===== src/sv/fern_posterior_classifier_top_defines.svh =====
// ----------------------------------------------------------------------------
// fern posterior classifier assertion macros
// concurrent check wrappers, removed for synthesis
// ----------------------------------------------------------------------------
`ifndef FERN_POSTERIOR_CLASSIFIER_TOP_DEFINES_SVH
`define FERN_POSTERIOR_CLASSIFIER_TOP_DEFINES_SVH
`ifndef SYNTHESIS
`define FPC_ASSERT(lbl, prop) \
	lbl: assert property (@(posedge clk) disable iff (!arst_n) prop) \
		else $error("fpc assertion failed");
`define FPC_ASSERT_ALWAYS(lbl, prop) \
	lbl: assert property (@(posedge clk) prop) else $error("fpc assertion failed");
`else
`define FPC_ASSERT(lbl, prop)
`define FPC_ASSERT_ALWAYS(lbl, prop)
`endif
`endif


===== src/sv/fpc_pkg.sv =====
// ----------------------------------------------------------------------------
// fpc_pkg
// shared constants, payload and control types of the fern classifier
// ----------------------------------------------------------------------------
package fpc_pkg;
	localparam int TREE_COUNT  = 10;
	localparam int LEAF_BITS   = 13;
	localparam int TREE_W      = (TREE_COUNT > 1) ? $clog2(TREE_COUNT) : 1;
	localparam int ADDR_W      = TREE_W + LEAF_BITS;
	localparam int TABLE_DEPTH = TREE_COUNT << LEAF_BITS;
	localparam int VOTE_W      = 20;
	localparam int CNT_W       = 16;
	localparam int POST_W      = 17;
	localparam int THR_W       = 17;
	localparam int POS_W       = 5;
	localparam int LIM_W       = 22;
	localparam int DIV_STEPS   = 17;
	localparam int STEP_W      = 5;
	localparam logic [POS_W-1:0]  POS_MAX    = 5'd31;
	localparam logic [THR_W-1:0]  THR_RESET  = 17'd39322;
	localparam logic [LIM_W-1:0]  NEG_LIMIT  = LIM_W'(TREE_COUNT * 32768);
	localparam logic [VOTE_W-1:0] VOTE_MAX   = '1;
	localparam logic [CNT_W-1:0]  COUNT_MAX  = '1;

	typedef struct packed {
		logic        cmd;
		logic        label;
		logic [12:0] leaf_index;
		logic        last_leaf;
	} sample_t;

	typedef struct packed {
		logic [VOTE_W-1:0] vote_sum;
		logic              was_updated;
		logic              count_error;
	} result_t;

	typedef struct packed {
		logic [POST_W-1:0] post;
		logic [CNT_W-1:0]  pos;
		logic [CNT_W-1:0]  neg;
	} entry_t;

	typedef struct packed {
		logic clr;
		logic accept;
		logic acc;
		logic push;
		logic trn_start;
		logic trn_rd;
		logic trn_load;
		logic trn_wr;
	} fpc_cmd_t;

	typedef struct packed {
		logic clr_done;
		logic last_q;
		logic out_free;
		logic trn_go;
		logic div_busy;
		logic trn_end;
	} fpc_sts_t;
endpackage


===== src/sv/fpc_ctrl.sv =====
// ----------------------------------------------------------------------------
// fpc_ctrl
// sequencer for table clearing, vote accumulation and training updates
// ----------------------------------------------------------------------------
`include "fern_posterior_classifier_top_defines.svh"
module fpc_ctrl (
	input  logic                  clk,
	input  logic                  arst_n,
	input  logic                  sample_valid,
	output logic                  sample_stall,
	output fpc_pkg::fpc_cmd_t     cmd,
	input  fpc_pkg::fpc_sts_t     sts
);
	typedef enum logic [7:0] {
		S_CLEAR  = 8'b0000_0001,
		S_IDLE   = 8'b0000_0010,
		S_ACC    = 8'b0000_0100,
		S_DECIDE = 8'b0000_1000,
		S_TRD    = 8'b0001_0000,
		S_TLOAD  = 8'b0010_0000,
		S_TDIV   = 8'b0100_0000,
		S_TWR    = 8'b1000_0000
	} state_t;

	state_t state_q, state_nx;

	always_ff @(posedge clk or negedge arst_n) begin
		if (!arst_n) begin
			state_q <= S_CLEAR;
		end else begin
			state_q <= state_nx;
		end
	end

	always_comb begin
		state_nx = state_q;
		cmd      = '0;
		unique case (state_q)
			S_CLEAR: begin
				cmd.clr = 1'b1;
				if (sts.clr_done)
					state_nx = S_IDLE;
			end
			S_IDLE: begin
				if (sample_valid) begin
					cmd.accept = 1'b1;
					state_nx   = S_ACC;
				end
			end
			S_ACC: begin
				cmd.acc  = 1'b1;
				state_nx = sts.last_q ? S_DECIDE : S_IDLE;
			end
			S_DECIDE: begin
				if (sts.out_free) begin
					cmd.push = 1'b1;
					if (sts.trn_go) begin
						cmd.trn_start = 1'b1;
						state_nx      = S_TRD;
					end else begin
						state_nx = S_IDLE;
					end
				end
			end
			S_TRD: begin
				cmd.trn_rd = 1'b1;
				state_nx   = S_TLOAD;
			end
			S_TLOAD: begin
				cmd.trn_load = 1'b1;
				state_nx     = S_TDIV;
			end
			S_TDIV: begin
				if (!sts.div_busy)
					state_nx = S_TWR;
			end
			S_TWR: begin
				cmd.trn_wr = 1'b1;
				state_nx   = sts.trn_end ? S_IDLE : S_TRD;
			end
			default: begin
				state_nx = S_CLEAR;
			end
		endcase
	end

	assign sample_stall = state_q != S_IDLE;

	`FPC_ASSERT(a_state_onehot, $onehot(state_q))
	`FPC_ASSERT(a_accept_to_acc, (sample_valid && !sample_stall) |=> state_q == S_ACC)
	`FPC_ASSERT(a_wr_after_div, cmd.trn_wr |-> $past(state_q) == S_TDIV)
	`FPC_ASSERT(a_push_only_free, cmd.push |-> sts.out_free)
endmodule

===== config.mk =====
export PLATFORM = sky130hd
export DESIGN_NAME = fpc_ctrl
export DESIGN_NICKNAME = d
export VERILOG_FILES = /design/src/sv/fpc_pkg.sv /design/src/sv/fpc_ctrl.sv
export VERILOG_INCLUDE_DIRS = /design/src /design/src/sv
export SDC_FILE = /design/constraint.sdc
export NUM_CORES = 1
export LEC_CHECK = 0
export BUFFER_PORTS_ARGS = -buffer_cell sky130_fd_sc_hd__buf_2
export CAP_MARGIN = 30
export CORE_UTILIZATION = 46
export CTS_CLUSTER_DIAMETER = 40
export DETAILED_ROUTE_END_ITERATION = 8
export GPL_ROUTABILITY_DRIVEN = 0
export PLACE_DENSITY = 0.77
export SETUP_SLACK_MARGIN = 0.05
export SLEW_MARGIN = 10
export SYNTH_ARGS = -nofsm -noshare
export SYNTH_HDL_FRONTEND = slang
export SYNTH_SLANG_ARGS = --single-unit
export TNS_END_PERCENT = 1

===== constraint.sdc =====
create_clock -name clk -period 4.7 [get_ports clk]
set_input_delay 0.235 -clock clk [delete_from_list [all_inputs] [get_ports clk]]
set_output_delay 0.235 -clock clk [all_outputs]
set_load 0.05 [all_outputs]

==> results of run 1 <==
-- through the flow --
step | utilization, % | std cells | setup WS [ns]
final | 63.25 | 98 | 2.574
after global routing | 63.25 | 98 | 2.481
after CTS | 63.25 | 98 | 2.564
after floorplan | - | 63 | 2.144
after global placement | 60.15 | 93 | 2.865
after detailed placement | 60.15 | 93 | 2.836
-- layout make-up --
cell class	count	area, sq um	share of cell area, %
timing repair buffer	18	95.09	12.84
multi-input combinational	52	392.9	53.04
tap	14	17.52	2.365
sequential	8	201.4	27.20
inverter	2	7.507	1.014
clock buffer	4	26.28	3.547
-- power by group through the flow --
stage	Combinational (mW)	Sequential, mW	Clock [mW]
final	0.185	0.103	0.0565
after CTS	0.187	0.103	0.0585
after detailed placement	0.186	0.104	0
after global routing	0.201	0.104	0.0614
after global placement	0.185	0.103	0
after floorplan	0.174	0.0924	0
-- cells in the final DEF (no fill, tap or decap), types with 2 or more instances in the layout --
| cell | n |
|---|---|
| nand3_1 | 4 |
| nor2_1 | 10 |
| dfrtp_1 | 7 |
| nor2b_1 | 3 |
| nor4_4 | 2 |
| and4b_2 | 2 |
| clkbuf_4 | 3 |
| o211ai_1 | 2 |
| nor3b_1 | 5 |
| xor2_1 | 3 |
| nand2b_1 | 3 |
| nand2_1 | 2 |
| inv_1 | 2 |
| buf_2 | 17 |
-- per-layer routing --
layer  part of all wire [%]  wire length (um)
met1                     52               612
met2                     44               522
met3                    3.0                36
met4                   0.93                11
met5                      0                 0
-- cells by family (layout without fill, tap and decap cells) --
| family | after synthesis | count (layout) |
|---|---|---|
| AND/OR/NAND/NOR | 40 | 40 |
| AO/OA/AOI/OAI | 8 | 8 |
| flip-flops | 8 | 8 |
| XOR/XNOR | 3 | 3 |
| buffers and inverters | 3 | 24 |
| multiplexers | 1 | 1 |
-- final timing paths --
path	start	end	slack, ns
max	state_q[1]	cmd[3]	2.57
min	sample_valid	state_q[1]	0.22
max reg2reg	state_q[1]	state_q[0]	2.95
min reg2reg	state_q[5]	state_q[5]	0.61
max in group asynchronous	arst_n	state_q[0]	4.11
min in group asynchronous	arst_n	state_q[7]	0.35
-- worst reg2reg max path: cells and delay by family, from the launching register on --
kind	cells	cell delay, ns
AOI/OAI and AO/OA	1	0.17
DFF	1	0.46
muxes	1	0.33
and+or+nand+nor	2	0.71
==> reports/results.tsv, run 1 <==
metric	value	unit
hp-class	primary input to flop	
synth_area_leader_cell	dfrtp_1	
syn-cell-area	613.1	sq um
cts_tree	built	
rsz0062_at_grt	no	
grt_antenna_before_repair	0	
crit_type	flop to primary output	
port-buffer-count	17	
drt-initial-drc-count	5	
drtPass1Iterations	5	
fin_crit	2.126	ns
synth_top_cells_by_count	10 x nor2_1, 7 x dfrtp_1, 5 x nor3b_1, 4 x nand3_1	
root_buffer	clkbuf_4	
maxSlewViolCount	0	
async_flop_share	100.0	%
die_w	38.51	um
avgSynthCellArea	9.732	sq um
synth_top_family_by_area	simple AND/OR/NAND/NOR gates	
htreeDepth	1	
synth_compound_area_share	12.65	%
p_int	0.1985	mW
switching_power	0.1465	mW
critical_path.max_fanout	9	
switching_share	42.46	%
syn_inst	63	
core	1171	sq um
grt_use_met1	26.55	%
synth-edff-count	0	
p_comb_share	53.7	%
largest_register_ffs	8	
rows	12	
drive_gt1_share	39.29	%
grt_pass1_wl	1807	um
seq_power_share	29.9	%
arrival	1.89	ns
hold_buffers	1	
r2r_cells	4	
area_delta_synth_final	20.82	%
synth_top_area_share	28.57	%
leakagePower	0.3673	nW
cts_resized	0	
vias_per_cell	5.367	
grt_pass1_vias	414	
ys_top_cells_by_area	dfrtp_1 29%, nor4_4 6.9%, nor2_1 6.1%, nor3b_1 6.1%, dfstp_2 4.3%	
total_power	0.3450	mW
finalHoldWorstSlack	0.2179	ns
clk_pin_slew	0.05	ns
synth.net_count	72	
die_y	38.51	um
cp-start-kind	flop	
path_buf_inv	1	
nNetsFinal	94	
synth-xor-area-share	4.286	%
yosys.area_share.simple	44.69	%
drt_wl_total	1182	um
stdcell_area	740.7	sq um
placed_area	704.4	sq um
yosysSeqAreaShare	32.86	%
top_register	state_q	
diodes	0	
clkPwrFrac	16.4	%
overflow	0	
grt_usage	18.71	%
synth-seq-cells	8	
vias	526	
setup_tns	0	ns
wl_per_cell	12.06	um
crit_path_end_kind	primary output	
detail-route-antenna-nets	0	
worstMarginPinSlew	0.4310	ns
synth_cell_types	30	
critPathMaxStageDelay	0.49	ns
max_slew_margin	71.05	%
grt.busiest_layer	met1	
reg.largest.list	state_q: 8 flops	
grt_max_degree	10	
synthFlopType	dfrtp_1	
skew	0.002776	ns
cts_setup_buffers	0	
initial_core_util	52.35	%
fmax	470.4	MHz
ys_warn_count	0	
hold_viol	0	
cap_viol_max_count	0	
clock_sinks	8	
crit_path_top_delay_cell	nor4_4	
drc	0	
post-synth-top-count-cell	nor2_1	
cp.depth	4	
cts_inserted_buffers	3	
clock_path_buffers	2	
powerDensity	465.7	nW/um^2
ir_worst_vdd	0.2565	mV
synth-adder-area-share	0	%
crit_family	simple AND/OR/NAND/NOR gates	
finalSetupViolCount	0	
met3_usage	1.744	%
holdPathStages	2	
insertion_delay	0.25	ns
status	completed	
worstPathRequired	4.47	ns
use_met2	26.25	%
io_pins	18	
synth_mux_area_share	2.449	%
dieArea	1483	sq um
timing.final.crit_share	45.23	%
nFillCells	102	
cp_cell_sequence	nor4_4 > and3_2 > and3_1 > buf_2	
Power figures use the tool's default switching activity.
==> inputs of run 2 (changes only) <==
--- a/config.mk
+++ b/config.mk
@@ -8,7 +8,7 @@
 export LEC_CHECK = 0
 export BUFFER_PORTS_ARGS = -buffer_cell sky130_fd_sc_hd__buf_2
 export CAP_MARGIN = 30
-export CORE_UTILIZATION = 46
+export CORE_UTILIZATION = 44
 export CTS_CLUSTER_DIAMETER = 40
 export DETAILED_ROUTE_END_ITERATION = 8
 export GPL_ROUTABILITY_DRIVEN = 0
==> constraint.sdc (replaced) <==
create_clock -name clk -period 1.8 [get_ports clk]
set_input_delay 0.09 -clock clk [delete_from_list [all_inputs] [get_ports clk]]
set_output_delay 0.09 -clock clk [all_outputs]
set_load 0.05 [all_outputs]
==> run 2 against run 1 <==
The run now ends with design-rule violations left. Clock skew is 0.0017 ns higher. First-iteration DRC count is 100% higher. Die area up 4.3%. Combinational power rose to 3.3 times the previous value. Register-to-register slack got worse by 2.9 ns. Hold slack worse by 0.16 ns. Sequential share of layout area shrank 3.1 points. Sequential power rose to 2.6 times the previous value. Via count increased by 9.1%. Clock power rose to 2.6 times the previous value. Highest routed layer unchanged.
==> reports/results.tsv, run 2 (same netlist as run 1, synthesis figures left out) <==
metric	value	unit	change
status	finished with violations		was completed
violations	design-rule violations		
dieArea	1547	sq um	was 1483 sq um
cts_inserted_buffers	3		unchanged
fin_crit	1.752	ns	
leakagePower	0.3977	nW	was 0.3673 nW
critical_path.max_fanout	5		was 9
nFillCells	121		was 102
io_pins	18		unchanged
cp-start-kind	flop		unchanged
clock_sinks	8		unchanged
initial_core_util	47.12	%	was 52.35%
skew	0.004447	ns	was 0.002776 ns
worstMarginPinSlew	0.3460	ns	was 0.4310 ns
cp-startpoint	state_q[6]		was state_q[1]
port-buffer-count	17		unchanged
rrSetupSlack	0.10	ns	was 2.95 ns
hp-class	primary input to flop		unchanged
top_register	state_q		unchanged
grt_max_degree	9		was 10
htreeDepth	1		unchanged
drc	2		was 0
max_slew_margin	76.76	%	was 71.05%
rsz0062_at_grt	yes		was no
drt-initial-drc-count	10		was 5
root_buffer	clkbuf_4		unchanged
ir_worst_vdd	0.7090	mV	was 0.2565 mV
diodes	0		unchanged
reg.largest.list	state_q: 8 flops		unchanged
grt_usage	22.74	%	was 18.71%
drtPass1Iterations	6		was 5
grt_pass1_vias	515		was 414
detail-route-antenna-nets	0		unchanged
endpoint	cmd[1]		was cmd[3]
area_delta_synth_final	37.96	%	was 20.82%
clkPwrFrac	14.4	%	was 16.4%
largest_register_ffs	8		unchanged
seq_power_share	25.7	%	was 29.9%
drive_gt1_share	51.11	%	was 39.29%
r2r_cells	5		was 4
seq_area	203.9	sq um	was 201.4 sq um
crit_type	flop to primary output		unchanged
nNetsFinal	100		was 94
final_util	65.00	%	was 63.25%
switching_share	42.02	%	was 42.46%
worstPathRequired	1.71	ns	was 4.47 ns
layout_common_cells	9 x buf_2, 8 x nor2_1, 6 x clkbuf_4, 6 x buf_4		was 17 x buf_2, 10 x nor2_1, 7 x dfrtp_1
timing.rr.start	state_q[6]		was state_q[1]
fmax	570.8	MHz	
wl_per_cell	14.19	um	was 12.06 um
core	1301	sq um	was 1171 sq um
finalSetupViolCount	0		unchanged
grt_pass1_wl	2208	um	was 1807 um
crit_path_end_kind	primary output		unchanged
clock_path_buffers	2		unchanged
rows	13		was 12
cap_viol_max_count	0		unchanged
grt_antenna_before_repair	0		unchanged
switching_power	0.4318	mW	was 0.1465 mW
drt_wl_total	1490	um	was 1182 um
insertion_delay	0.25	ns	about the same
hold_viol	0		unchanged
vias_per_cell	5.467		was 5.367
timing.final.crit_share	97.33	%	
vias	574		was 526
powerDensity	1215	nW/um^2	was 465.7 nW/um^2
die_w	39.33	um	was 38.51 um
arrival	1.66	ns	was 1.89 ns
p_comb_share	59.9	%	was 53.7%
timing.rr.end	state_q[0]		unchanged
p_int	0.5959	mW	was 0.1985 mW
overflow	0		unchanged
pre_cts_slack	0.1237	ns	was 2.836 ns
dp_hpwl	1033	um	
final.setup.worst_slack	0.04812	ns	was 2.574 ns
cts_tree	built		unchanged
maxSlewViolCount	0		unchanged
die_y	39.33	um	was 38.51 um
multi_input_area	410.4	sq um	was 392.9 sq um
clk_pin_slew	0.06	ns	was 0.05 ns
layout_commonest_cell	buf_2		unchanged
## run 2: cell types whose count changed in the layout (fill, tap and decap cells not counted), sizes merged
| cell | change |
|---|---|
| buf | +3 |
| clkbuf | +3 |
## run 2: timing repair
| action | CTS | global route |
|---|---|---|
| buffers inserted | 4 | 0 |
| endpoints found under the hold margin | 8 | 0 |
| pin swaps | 3 | 6 |
| gates resized for setup | 5 | 14 |
| hold buffers | 1 | 0 |
| endpoints found under the setup margin | 9 | 12 |
## run 2: layout make-up
type / instances / share of cell area, %
multi-input cells: 52 / 48.52
well taps: 15 / 2.219
clock buffers: 4 / 3.107
repair buffers: 24 / 21.15
flip-flops and latches: 8 / 24.11
inverters: 2 / 0.8876
## run 2: per-stage QoR
stage	hold slack [ns]	setup TNS (ns)	area, sq um	total power, mW	std cells
after floorplan	-0.2056	-0.4982	625.6	0.7029	63
after global placement	-0.06340	0	733.2	0.7685	96
after detailed placement	-0.05440	0	733.2	0.7845	96
after CTS	0.05538	0	813.3	0.9935	105
after global routing	0.05323	-0.05844	845.8	1.091	105
final	0.06159	0	845.8	1.028	105
## run 2: power groups by stage
stage                     clock network [mW]  logic (mW)  registers, mW
after floorplan                            0       0.462          0.241
after global placement                     0       0.506          0.263
after detailed placement                   0       0.518          0.266
after CTS                              0.153       0.578          0.263
after global routing                   0.160       0.663          0.268
final                                  0.148       0.615          0.264
## run 2: how the worst min path moves through the flow
| stage | cells after the start | slack (ns) | end | from |
|---|---|---|---|---|
| 2_1_floorplan | 0 | -0.21 | state_q[1] | arst_n |
| 3_3_place_gp | 1 | -0.06 | state_q[3] | arst_n |
| 3_5_place_dp | 1 | -0.05 | state_q[3] | arst_n |
| 4_1_cts | 2 | 0.06 | state_q[1] | sample_valid |
| 5_1_grt | 2 | 0.05 | state_q[1] | sample_valid |
| 6_report | 2 | 0.06 | state_q[1] | sample_valid |
## run 2: worst max-delay path, stage by stage (launching register included)
cell and delay [ns]:
dfrtp_2 0.44, nor4_4 0.40, nand2_2 0.13, nor3b_2 0.24, buf_6 0.19
## run 2: routing by layer
layer / vias up / part of all wire (%) / GRT usage [%] / wire length [um]
li1: 292 / - / - / -
met1: 270 / 41 / 25.09 / 612
met4: 0 / 1.3 / 15.52 / 20
met3: 2 / 2.1 / 1.705 / 31
met5: - / 0 / 0 / 0
met2: 10 / 56 / 40.83 / 827
